===== config.mk =====
export PLATFORM = sky130hd
export DESIGN_NAME = vf_three_phase_sine_duty_generator
export DESIGN_NICKNAME = d
export VERILOG_FILES = /design/src/design/vfsd_pkg.sv /design/src/design/vf_three_phase_sine_duty_generator.sv /design/src/design/vfsd_mul.sv /design/src/design/vfsd_core.sv
export SDC_FILE = /design/constraint.sdc
export NUM_CORES = 2
export LEC_CHECK = 0
export ABC_AREA = 0
export BUFFER_PORTS_ARGS = -buffer_cell sky130_fd_sc_hd__buf_2
export CAP_MARGIN = 10
export CORE_MARGIN = 2
export CORE_UTILIZATION = 45
export CTS_CLUSTER_DIAMETER = 120
export CTS_CLUSTER_SIZE = 14
export DETAILED_ROUTE_END_ITERATION = 10
export PLACE_DENSITY = 0.68
export SKIP_LAST_GASP = 1
export SYNTH_ARGS = -nofsm -noshare
export SYNTH_HDL_FRONTEND = slang
export SYNTH_SLANG_ARGS = --single-unit

===== constraint.sdc =====
create_clock -name clk -period 10.7 [get_ports clk]
set_clock_uncertainty 0.15 [all_clocks]
set_input_delay 2.14 -clock clk [delete_from_list [all_inputs] [get_ports clk]]
set_output_delay 2.14 -clock clk [all_outputs]
set_load 0.1 [all_outputs]

===== src/design/vfsd_pkg.sv =====
// ----------------------------------------------------------------------------
// vfsd_pkg
// Shared types and constants of the V/f three-phase sine duty generator:
// phase and cosine widths, polynomial coefficients, register indexes,
// sequencer states and the bundles passed between the modules.
// ----------------------------------------------------------------------------
package vfsd_pkg;

  localparam int PHASE_BITS     = 32;
  localparam int COS_TABLE_BITS = 10;

  localparam int PHASE_SHIFT = 32 - PHASE_BITS;
  localparam logic [31:0] COS_MASK =
      ~((32'd1 << (32 - COS_TABLE_BITS)) - 32'd1);

  localparam logic [31:0] THIRD_TURN   = 32'd1431655765;
  localparam logic [31:0] QUARTER_TURN = 32'h4000_0000;
  localparam logic [30:0] Q30_ONE      = 31'h4000_0000;

  // odd sine polynomial, Horner form, evaluated in x^2
  localparam logic [30:0] HORNER_SEED = 31'd172272;

  function automatic logic [30:0] horner_coef(input logic [1:0] k);
    logic [30:0] c;
    unique case (k)
      2'd0: c = 31'd5026994;
      2'd1: c = 31'd85569306;
      2'd2: c = 31'd693598668;
      2'd3: c = 31'd1686629713;
    endcase
    return c;
  endfunction

  localparam logic [1:0] REG_TARGET_INC = 2'd0;
  localparam logic [1:0] REG_RAMP_STEP  = 2'd1;
  localparam logic [1:0] REG_VF_SLOPE   = 2'd2;
  localparam logic [1:0] REG_VF_OFFSET  = 2'd3;

  localparam logic [1:0] ANG_A = 2'd0;
  localparam logic [1:0] ANG_B = 2'd1;
  localparam logic [1:0] ANG_C = 2'd2;

  typedef enum logic [3:0] {
    S_IDLE,
    S_RAMP,
    S_CLAMP,
    S_PHASE,
    S_AMP,
    S_ANGLE,
    S_FOLD,
    S_SQ,
    S_X2,
    S_HMUL,
    S_HSUB,
    S_FMUL,
    S_COS,
    S_DMUL,
    S_DUTY,
    S_DONE
  } vfsd_state_t;

  typedef struct packed {
    logic [31:0] target_increment;
    logic [30:0] ramp_step;
    logic [31:0] vf_slope;
    logic [15:0] vf_offset;
  } vfsd_cfg_t;

  typedef struct packed {
    logic [15:0] duty_a;
    logic [15:0] duty_b;
    logic [15:0] duty_c;
    logic [15:0] phase_angle;
    logic        ramping;
  } vfsd_result_t;

endpackage


===== src/design/vf_three_phase_sine_duty_generator.sv =====
// ----------------------------------------------------------------------------
// vf_three_phase_sine_duty_generator
// Open-loop V/f three-phase sine PWM duty generator, one result per tick.
// ----------------------------------------------------------------------------
// Usage:
//   Configuration: cfg_we writes cfg_wdata into register cfg_index (0 target
//   increment, 1 ramp step, 2 V/f slope, 3 V/f offset). Write only while no
//   tick is in flight.
//   Input: one transaction per control tick on in_valid/in_stall carrying
//   in_output_enable. Output: one transaction per tick with three duties,
//   the phase angle and the ramping flag.
//   Sequencing: an enabled tick steps through one shared multiplier: ramp,
//   phase, amplitude, then the three cosine/duty evaluations in turn; the
//   result is then held in the sequencer until the output register takes it,
//   and the next tick is taken once the sequencer is back in idle. A disabled
//   tick skips the sequence and returns zero duties.
//   in_stall is high while the sequencer works. The result sits in an output
//   register, so a new tick is taken while an earlier result waits; a stalled
//   receiver holds the finished result in the sequencer until it drains.
//   Reset clears the config registers, out_valid, phase and current increment.
// ----------------------------------------------------------------------------
module vf_three_phase_sine_duty_generator import vfsd_pkg::*; (
  input  logic        clk,
  input  logic        rst_n,
  input  logic        cfg_we,
  input  logic [1:0]  cfg_index,
  input  logic [31:0] cfg_wdata,
  input  logic        in_valid,
  output logic        in_stall,
  input  logic        in_output_enable,
  output logic        out_valid,
  input  logic        out_stall,
  output logic [15:0] out_duty_a,
  output logic [15:0] out_duty_b,
  output logic [15:0] out_duty_c,
  output logic [15:0] out_phase_angle,
  output logic        out_ramping
);

  vfsd_cfg_t    cfg_r, cfg_nxt;
  vfsd_result_t core_res;
  vfsd_result_t out_r, out_nxt;
  logic         out_valid_r, out_valid_nxt;
  logic         core_idle, core_done, core_ack, start;

  always_comb begin
    cfg_nxt = cfg_r;
    if (cfg_we) begin
      unique case (cfg_index)
        REG_TARGET_INC: cfg_nxt.target_increment = cfg_wdata;
        REG_RAMP_STEP:  cfg_nxt.ramp_step        = cfg_wdata[30:0];
        REG_VF_SLOPE:   cfg_nxt.vf_slope         = cfg_wdata;
        REG_VF_OFFSET:  cfg_nxt.vf_offset        = cfg_wdata[15:0];
      endcase
    end
  end

  assign in_stall = !core_idle;
  assign start    = in_valid && core_idle;
  assign core_ack = core_done && (!out_valid_r || !out_stall);

  vfsd_core u_core (
    .clk     (clk),
    .rst_n   (rst_n),
    .start   (start),
    .start_en(in_output_enable),
    .cfg     (cfg_r),
    .ack     (core_ack),
    .idle    (core_idle),
    .done    (core_done),
    .res     (core_res)
  );

  always_comb begin
    out_nxt       = out_r;
    out_valid_nxt = out_valid_r;
    if (core_ack) begin
      out_nxt       = core_res;
      out_valid_nxt = 1'b1;
    end else if (!out_stall) begin
      out_valid_nxt = 1'b0;
    end
  end

  always_ff @(posedge clk) begin
    if (!rst_n) begin
      cfg_r       <= '0;
      out_valid_r <= 1'b0;
    end else begin
      cfg_r       <= cfg_nxt;
      out_valid_r <= out_valid_nxt;
    end
  end

  always_ff @(posedge clk) begin
    out_r <= out_nxt;
  end

  assign out_valid       = out_valid_r;
  assign out_duty_a      = out_r.duty_a;
  assign out_duty_b      = out_r.duty_b;
  assign out_duty_c      = out_r.duty_c;
  assign out_phase_angle = out_r.phase_angle;
  assign out_ramping     = out_r.ramping;

endmodule


===== src/design/vfsd_mul.sv =====
// ----------------------------------------------------------------------------
// vfsd_mul
// Shared signed multiplier with a registered product. Operands are 33-bit
// signed so that both 32-bit signed and 31-bit unsigned values fit.
// ----------------------------------------------------------------------------
module vfsd_mul import vfsd_pkg::*; (
  input  logic               clk,
  input  logic signed [32:0] mul_a,
  input  logic signed [32:0] mul_b,
  output logic signed [63:0] prod_r
);

  logic signed [65:0] prod_full;

  // operands never both reach -2^32, so 64 bits hold every product used
  assign prod_full = mul_a * mul_b;

  always_ff @(posedge clk) begin
    prod_r <= $signed(prod_full[63:0]);
  end

endmodule


===== src/design/vfsd_core.sv =====
// ----------------------------------------------------------------------------
// vfsd_core
// Sequencer and datapath: ramps the increment, advances the phase, forms the
// V/f amplitude and evaluates three cosines and duties, all products on one
// shared multiplier. Holds the frequency and phase state.
// ----------------------------------------------------------------------------
module vfsd_core import vfsd_pkg::*; (
  input  logic         clk,
  input  logic         rst_n,
  input  logic         start,
  input  logic         start_en,
  input  vfsd_cfg_t    cfg,
  input  logic         ack,
  output logic         idle,
  output logic         done,
  output vfsd_result_t res
);

  vfsd_state_t state_r, state_nxt;

  logic signed [31:0] cur_r, cur_nxt;
  logic [PHASE_BITS-1:0] acc_r, acc_nxt;
  logic signed [32:0] sum_r, sum_nxt;
  logic               jump_r, jump_nxt;
  logic               up_r, up_nxt;
  logic signed [15:0] amp_r, amp_nxt;
  logic [1:0]         ang_r, ang_nxt;
  logic [1:0]         k_r, k_nxt;
  logic [31:0]        angw_r, angw_nxt;
  logic [1:0]         quad_r, quad_nxt;
  logic [30:0]        x_r, x_nxt;
  logic [30:0]        x2_r, x2_nxt;
  logic [30:0]        p_r, p_nxt;
  logic signed [16:0] cos_r, cos_nxt;
  vfsd_result_t       res_r, res_nxt;

  logic signed [32:0] mul_a, mul_b;
  logic signed [63:0] prod_r;

  logic signed [31:0] tgt;
  logic signed [32:0] tgt33, cur33, step33;
  logic [31:0]        turn, turn_sum, s_word;
  logic signed [33:0] amp_sum;
  logic [31:0]        r_sum;
  logic [16:0]        r_mag;
  logic signed [33:0] duty_t;
  logic [15:0]        duty_v;

  vfsd_mul u_mul (
    .clk   (clk),
    .mul_a (mul_a),
    .mul_b (mul_b),
    .prod_r(prod_r)
  );

  assign tgt    = $signed(cfg.target_increment);
  assign tgt33  = 33'(tgt);
  assign cur33  = 33'(cur_r);
  assign step33 = $signed({2'b00, cfg.ramp_step});

  assign turn     = 32'(acc_r) << PHASE_SHIFT;
  assign turn_sum = turn + cur_r;

  // amplitude: offset + floor(slope*cur / 2^31)
  assign amp_sum = 34'(signed'(cfg.vf_offset)) + 34'($signed(prod_r[63:31]));

  // cosine magnitude rounded to Q1.15
  assign r_sum = 32'(prod_r[60:30]) + 32'd16384;
  assign r_mag = (r_sum[31:15] > 17'd32768) ? 17'd32768 : r_sum[31:15];

  assign s_word = (angw_r & COS_MASK) + QUARTER_TURN;

  // duty = (2^30 + amp*cos + 2^14) >> 15, saturated
  assign duty_t = 34'sd1073741824 + 34'(prod_r[33:0]) + 34'sd16384;
  always_comb begin
    if (duty_t < 0) begin
      duty_v = '0;
    end else if (duty_t[33:31] != 3'd0) begin
      duty_v = 16'hFFFF;
    end else begin
      duty_v = duty_t[30:15];
    end
  end

  // next state
  always_comb begin
    state_nxt = state_r;
    unique case (state_r)
      S_IDLE:  if (start) state_nxt = start_en ? S_RAMP : S_DONE;
      S_RAMP:  state_nxt = S_CLAMP;
      S_CLAMP: state_nxt = S_PHASE;
      S_PHASE: state_nxt = S_AMP;
      S_AMP:   state_nxt = S_ANGLE;
      S_ANGLE: state_nxt = S_FOLD;
      S_FOLD:  state_nxt = S_SQ;
      S_SQ:    state_nxt = S_X2;
      S_X2:    state_nxt = S_HMUL;
      S_HMUL:  state_nxt = S_HSUB;
      S_HSUB:  state_nxt = (k_r == 2'd3) ? S_FMUL : S_HMUL;
      S_FMUL:  state_nxt = S_COS;
      S_COS:   state_nxt = S_DMUL;
      S_DMUL:  state_nxt = S_DUTY;
      S_DUTY:  state_nxt = (ang_r == ANG_C) ? S_DONE : S_ANGLE;
      S_DONE:  if (ack) state_nxt = S_IDLE;
      default: state_nxt = S_IDLE;
    endcase
  end

  // datapath and multiplier operands
  always_comb begin
    cur_nxt  = cur_r;
    acc_nxt  = acc_r;
    sum_nxt  = sum_r;
    jump_nxt = jump_r;
    up_nxt   = up_r;
    amp_nxt  = amp_r;
    ang_nxt  = ang_r;
    k_nxt    = k_r;
    angw_nxt = angw_r;
    quad_nxt = quad_r;
    x_nxt    = x_r;
    x2_nxt   = x2_r;
    p_nxt    = p_r;
    cos_nxt  = cos_r;
    res_nxt  = res_r;
    mul_a    = '0;
    mul_b    = '0;
    unique case (state_r)
      S_IDLE: begin
        if (start && !start_en) begin
          res_nxt.duty_a      = '0;
          res_nxt.duty_b      = '0;
          res_nxt.duty_c      = '0;
          res_nxt.phase_angle = turn[31:16];
          res_nxt.ramping     = (cur_r != tgt);
        end
      end
      S_RAMP: begin
        up_nxt   = (tgt > cur_r);
        jump_nxt = (cfg.ramp_step == '0) || (cur_r == tgt);
        sum_nxt  = (tgt > cur_r) ? cur33 + step33 : cur33 - step33;
      end
      S_CLAMP: begin
        if (jump_r) begin
          cur_nxt = tgt;
        end else if (up_r) begin
          cur_nxt = (sum_r > tgt33) ? tgt : sum_r[31:0];
        end else begin
          cur_nxt = (sum_r < tgt33) ? tgt : sum_r[31:0];
        end
      end
      S_PHASE: begin
        acc_nxt = turn_sum[31 -: PHASE_BITS];
        mul_a   = 33'(signed'(cfg.vf_slope));
        mul_b   = cur33;
      end
      S_AMP: begin
        if (amp_sum > 34'sd32767) begin
          amp_nxt = 16'sh7FFF;
        end else if (amp_sum < -34'sd32768) begin
          amp_nxt = 16'sh8000;
        end else begin
          amp_nxt = amp_sum[15:0];
        end
        ang_nxt             = ANG_A;
        res_nxt.phase_angle = turn[31:16];
        res_nxt.ramping     = (cur_r != tgt);
      end
      S_ANGLE: begin
        unique case (ang_r)
          ANG_B:   angw_nxt = turn - THIRD_TURN;
          ANG_C:   angw_nxt = turn + THIRD_TURN;
          default: angw_nxt = turn;
        endcase
      end
      S_FOLD: begin
        quad_nxt = s_word[31:30];
        // odd quadrants mirror the quarter-wave argument
        x_nxt = s_word[30] ? Q30_ONE - {1'b0, s_word[29:0]} : {1'b0, s_word[29:0]};
      end
      S_SQ: begin
        mul_a = $signed({2'b00, x_r});
        mul_b = $signed({2'b00, x_r});
      end
      S_X2: begin
        x2_nxt = prod_r[60:30];
        p_nxt  = HORNER_SEED;
        k_nxt  = '0;
      end
      S_HMUL: begin
        mul_a = $signed({2'b00, p_r});
        mul_b = $signed({2'b00, x2_r});
      end
      S_HSUB: begin
        p_nxt = horner_coef(k_r) - prod_r[60:30];
        k_nxt = k_r + 2'd1;
      end
      S_FMUL: begin
        mul_a = $signed({2'b00, p_r});
        mul_b = $signed({2'b00, x_r});
      end
      S_COS: begin
        cos_nxt = quad_r[1] ? -$signed(r_mag) : $signed(r_mag);
      end
      S_DMUL: begin
        mul_a = 33'(amp_r);
        mul_b = 33'(cos_r);
      end
      S_DUTY: begin
        unique case (ang_r)
          ANG_B:   res_nxt.duty_b = duty_v;
          ANG_C:   res_nxt.duty_c = duty_v;
          default: res_nxt.duty_a = duty_v;
        endcase
        ang_nxt = ang_r + 2'd1;
      end
      S_DONE: begin
      end
      default: begin
      end
    endcase
  end

  always_ff @(posedge clk) begin
    if (!rst_n) begin
      state_r <= S_IDLE;
      cur_r   <= '0;
      acc_r   <= '0;
    end else begin
      state_r <= state_nxt;
      cur_r   <= cur_nxt;
      acc_r   <= acc_nxt;
    end
  end

  always_ff @(posedge clk) begin
    sum_r  <= sum_nxt;
    jump_r <= jump_nxt;
    up_r   <= up_nxt;
    amp_r  <= amp_nxt;
    ang_r  <= ang_nxt;
    k_r    <= k_nxt;
    angw_r <= angw_nxt;
    quad_r <= quad_nxt;
    x_r    <= x_nxt;
    x2_r   <= x2_nxt;
    p_r    <= p_nxt;
    cos_r  <= cos_nxt;
    res_r  <= res_nxt;
  end

  assign idle = (state_r == S_IDLE);
  assign done = (state_r == S_DONE);
  assign res  = res_r;

endmodule


### After elaboration in Yosys (flattened, before gate mapping)

Index checks and enable logic that the tools add are counted.

* register bits after elaboration: 573
* latch bits: 0
* RAM bits: 0
* memory bits (read-only): 0
* input port bits: 40
* output and inout port bits: 67
* logic and storage cells: 150
* memories: 0

* add/subtract/negate cells: 15
* multiply operators: 1
* divide/modulo/power cells: 0
* order comparisons: 7
* equal/unequal tests: 32
* shift operators: 0
* mux-type cells: 33
* bitwise gates (word level): 0
* reductions and logical operators: 30

Operators by type and width (number)
* $pmux 33 s4: 2
* $mux 32: 4
* $pmux 31 s4: 1
* $mux 16: 6
* $pmux 48 s2: 1
* $mux 65: 1
* $add 32x31->32 const B: 2
* $mul 33x33->64: 1
* $pmux 32 s2: 1
* $pmux 4 s16: 1
* $pmux 31 s2: 1
* $add 16x33->34: 1
* $add 31x34->34 const A: 1
* $add 34x15->34 const B: 1
* $gt 34x16->1 const B: 1
* $lt 34x1->1 const B: 1
* $lt 34x16->1 const B: 1
* $mux 17: 2
* $pmux 17 s2: 1
* $add 32x32->33: 1
* $gt 33x32->1: 1
* $lt 33x32->1: 1
* $mux 33: 1
* $sub 32x32->33: 1
* 36 further kinds: 83

### Longest topological paths before layout

* depth after elaboration: 7
* gate-level depth with buffers: 39
* depth with buffers taken out: 33

### Cells and area by module

A second synthesis with hierarchy kept.

* cells, all modules: 7101
* area total of the unflattened synthesis: 67881.4 um^2

By module, submodules not included
* vfsd_mul: times used 1, cells each 4185, area each 39570.5 um^2, sequential area each 1281.2 um^2
* vfsd_core: times used 1, cells each 2448, area each 22198.8 um^2, sequential area each 7937.6 um^2
* vf_three_phase_sine_duty_generator: times used 1, cells each 468, area each 6112.1 um^2, sequential area each 4194.0 um^2

### Worst setup path after synthesis

No wires, ideal clock.

* path type: register to register
* start point: register u_core.state_r[1]
* end point: register u_core.u_mul.prod_r[63]
* arrival time: 9.297 ns
* required time: 10.422 ns
* slack: 1.125 ns
* cell stages (with the launch flop): 33
* clock period less this slack: 9.575 ns
* path through: dfxtp_1 > clkbuf_1 > nand2b_1 > nor2_1 > clkbuf_1 > clkbuf_1 > clkbuf_1 > clkbuf_1 > a21oi_1 > clkbuf_1 > nor2_1 > fa_1 > fa_1 > fa_1 > fa_1 > fa_1 > fa_1 > fa_1 > inv_1 > fa_1 > inv_1 > ha_1 > clkbuf_1 > and3_1 > nand2_1 > nor3_1 > a221oi_1 > o21ai_0 > a2bb2oi_1 > o31a_1 > a21oi_1 > mux2i_1 > nand4_1

* word-level cells in the longest chain between the ends: 4
* elaborated cells between the ends (all ways): 10
* those cells by class: mul: 1; eq/ne: 5; mux: 2; reduce/logical: 2

Ends and longest elaborated chain
* from (decl): line vfsd_core.sv:19 `vfsd_state_t state_r, state_nxt;`
* from (signal assigned): line vfsd_core.sv:230 `state_r <= state_nxt;`
* $eq 4x4->1 / $eq 4x3->1 (equally long branches): line vfsd_core.sv:128 `unique case (state_r)`
* $reduce_or 2->1 (no line)
* $pmux 33 s4: line vfsd_core.sv:128
* $mul 33x33->64 *: line vfsd_mul.sv:16 `assign prod_full = mul_a * mul_b;`
* via u_core.u_mul.prod_full[63]: line vfsd_mul.sv:13 `logic signed [65:0] prod_full;`
* to (signal assigned): line vfsd_mul.sv:19 `prod_r <= $signed(prod_full[63:0]);`
* to (decl): line vfsd_mul.sv:10 `output logic signed [63:0] prod_r`

The timed path passes the listed nets; every way through them passes the cells marked *.
A chain may end at the register's enable or synchronous reset.

### Final worst setup path

* start point: register u_core.state_r[3]
* end point: register u_core.u_mul.prod_r[53]

The elaborated chain is that of the path after synthesis.

==> impl_summary.txt <==
----------------------------------------------------
[Status]
  Run status ... finished, final reports clean

[Cells and area]
  Footprint of the flip-flops and latches ... 13100 um2
  Final design instance area without fill ... 68700 um2
  Number of nets in the finished design ... 8579
  Share of cells above drive strength 1 ... 0.0551
  Layout area overhead ... 6.85%
  Most frequent cells in the layout ... inv_1 (1253), fa_1 (1108), nand2_1 (1022)
  Layout filler cell count ... 13300
  Most common cell after layout, fill and taps aside ... inv_1
  Area of the multi-input gates ... 45500 um2

[STA]
  Total of endpoints with negative setup slack in the final report ... 0
  Setup repair after global routing missed its margin ... no
  Final Hold Vio Count ... 0
  Slew at the pin closest to its max-slew limit ... 1.37 ns
  Final clock period utilization by the worst path ... 0.965
  Final critical-path required period ... 10.33 ns
  Remaining max-slew budget at the tightest pin ... 0.0898
  Slew Viols, Final ... 0
  Final sum of negative setup slack ... 0 ns
  Achievable clock frequency ... 0.0968 GHz

[Clocking]
  Setup Buffers After CTS ... 0
  Clock-pin slew reported for the worst setup and hold paths after clock tree synthesis ... 0.07 ns
  Total of hold buffers inserted after clock tree synthesis ... 0
  Number of gates given a new drive strength after cts ... 0
  Clock latency on the worst-skew pair ... 0.62 ns
  Deepest clock path buffer count ... 3
  CTS tree ... done
  Root Driver ... clkbuf_16
  H-tree level count ... 2
  Sink Count ... 514
  Total clock buffers created by CTS ... 42

[Power]
  Worst supply voltage drop on vdd ... 0.126 mV
  Total leakage power ... 0.0316 uW
  Cell area power density ... 137 nW/um2

[Place]
  Final weighted congestion in routability-driven placement ... 1.03
  Input/output buffers ... 106
  Detailed-placement wirelength estimate ... 166000 um
  Placed Instance Area ... 67400 um2

[Worst hold path]
  Worst hold path type ... reg -> reg

[Drt]
  DR DRC count ... 0
  Residual antenna-violating net count after detailed routing ... 0
  Vias per std cell ... 5.66
  Number of detailed-route iterations in the first pass ... 7
  Vias ... 50500
  1st-iter DRT viols ... 5384
  Wire length after detailed routing ... 206000 um
  Wire length per cell after detailed routing ... 23.1 um

[Synthesis]
  Syn Inst Count ... 7000
  Mean instance size in the synthesized netlist ... 9.18 um2
  Primary flip-flop cell chosen by synthesis mapping ... edfxtp_1
  Library cell occupying the most area in the post-synthesis netlist ... fa_1
  Sequential cell area fraction in the yosys report ... 0.204
  Post-Synthesis Net Count ... 8584
  Most area-consuming cells after synthesis ... fa_1 (35%), edfxtp_1 (13%), ha_1 (8.5%)
  Number of warnings issued by yosys ... 0
  Total of flip-flops plus latches after synthesis ... 514
  Fraction of synthesized cell area taken by the top area cell type ... 0.345
  Async set or reset register ratio after synthesis ... 0
  Post-synth EDFFs ... 284
  Number of library cell types mapped by synthesis ... 87
  Syn Std Cell Area ... 64300 um2

[Floorplanning]
  Number of placement rows ... 138
  Die X ... 382 um
  Number of I/O pins ... 107
  Height of the die ... 382 um
  Total die area ... 146000 um2
  Initial standard-cell utilization of the core ... 0.454
  Total core area ... 142000 um2

[GRT]
  Gr usage total ... 0.285
  Pin count of the biggest net entering global routing ... 99
  Initial antenna violation count ... 3
  Via count of the first global-routing pass ... 51500
  First-pass GRT wire length ... 314000 um
  Total overflow reported by the global router ... 0

[Setup path]
  CP max-delay cell ... and2_1
  Crit path max fanout ... 19
  Type of origin of the critical path ... flip-flop
  Maximum cell stage delay along the critical path ... 0.65 ns
  Required @ worst endpoint ... 11.07 ns
  CP Class ... reg -> reg
  Worst endpoint data arrival time ... 10.70 ns
  Endpoint class of the critical path ... flip-flop
  Most frequent cell on the critical path ... fa_1

[Job]
  Number of max-cap violations ... 0

----------------------------------------------------
==> Yosys cell counts, drive strengths merged, types with 40 or more instances <==
cell and n:
nand3 83, inv 1253, nand4 51, mux2i 40, nand2b 40, and3 54, clkbuf 282, nor2 704
nand2 1022, a21o 79, nor3 54, xor2 96, a21oi 366, dfxtp 230, o21ai 167, ha 436
fa 1108, edfxtp 284, xnor2 146
==> cells by family after synthesis <==
family / after synthesis / share of synthesized area
XOR/XNOR: 242 / 0.0330
AO/OA/AOI/OAI: 896 / 0.0873
buffers and inverters: 1562 / 0.0913
AND/OR/NAND/NOR: 2199 / 0.147
multiplexers: 43 / 0.00676
adder cells (fa/ha/maj): 1544 / 0.430
flip-flops: 514 / 0.204
==> worst paths after layout <==
check | slack (ns) | depth (start not counted) | to | startpoint
worst max-delay path | 0.37 | 31 | u_core.u_mul.prod_r[53] | u_core.state_r[3]
worst min-delay path | 0.27 | 0 | out_duty_c[5] | u_core.res[22]
worst max register to register | 0.37 | 31 | u_core.u_mul.prod_r[53] | u_core.state_r[3]
worst min register to register | 0.27 | 0 | out_duty_c[5] | u_core.res[22]
==> worst max-delay path: cells and delay by family (launching register included) <==
family	cells	cell delay, ns
buffers and inverters	6	0.50
AO/OA/AOI/OAI	9	2.68
AND/OR/NAND/NOR	7	2.27
flip-flops	1	0.31
adder cells (fa/ha/maj)	9	4.30
==> flip-flops by register name (all words and copies together), names as in the netlist <==
register / count
out_duty_a: 16
out_ramping: 1
u_core.amp_r: 16
out_phase_angle: 16
u_core.up_r: 1
u_core.x_r: 9
u_core.cos_r: 17
u_core.k_r: 2
u_core.res: 65
u_core.p_r: 31
cfg_r: 111
u_core.x2_r: 31
out_duty_b: 16
out_valid: 1
u_core.ang_r: 2
out_duty_c: 16
u_core.acc_r: 32
u_core.u_mul.prod_r: 50
u_core.state_r: 4
u_core.angw_r: 10
u_core.jump_r: 1
u_core.quad_r: 1
u_core.cur_r: 32
u_core.sum_r: 33
==> final cells by class <==
type	instances	share of cell area
inverter	1254	0.0686
clock buffer	70	0.0171
timing repair buffer	258	0.0248
sequential	514	0.191
tap	1890	0.0344
clock inverter	3	0.000911
antenna	2	0.0000729
multi-input combinational	4925	0.663
==> power breakdown <==
part / internal (uW) / switching, uW / total (uW)
logic: 1710 / 3190 / 4900
clock network: 778 / 757 / 1540
registers: 2590 / 396 / 2980
total: 5080 / 4340 / 9420
==> layer usage <==
| metal | GRT usage | part of all wire | vias to the layer above |
|---|---|---|---|
| met5 | 0 | 0 | - |
| met1 | 0.379 | 0.40 | 25200 |
| met4 | 0.143 | 0.060 | 0 |
| li1 | - | - | 22000 |
| met2 | 0.435 | 0.44 | 2628 |
| met3 | 0.0673 | 0.11 | 565 |
==> per-stage QoR <==
| step | setup WS (ns) | power [uW] | instances | utilization | hold slack [ns] |
|---|---|---|---|---|---|
| detailed placement | 0.464 | 7730 | 8839 | 0.476 | 0.255 |
| floorplan | 1.13 | 6070 | 7000 | - | 0.250 |
| global placement | 0.714 | 7650 | 8839 | 0.476 | 0.250 |
| CTS | 0.411 | 9270 | 8912 | 0.485 | 0.269 |
| finish | 0.370 | 9420 | 8916 | 0.485 | 0.267 |
| global route | 0.00694 | 9910 | 8914 | 0.485 | 0.276 |
No activity file was read; power rests on OpenSTA's default activity.
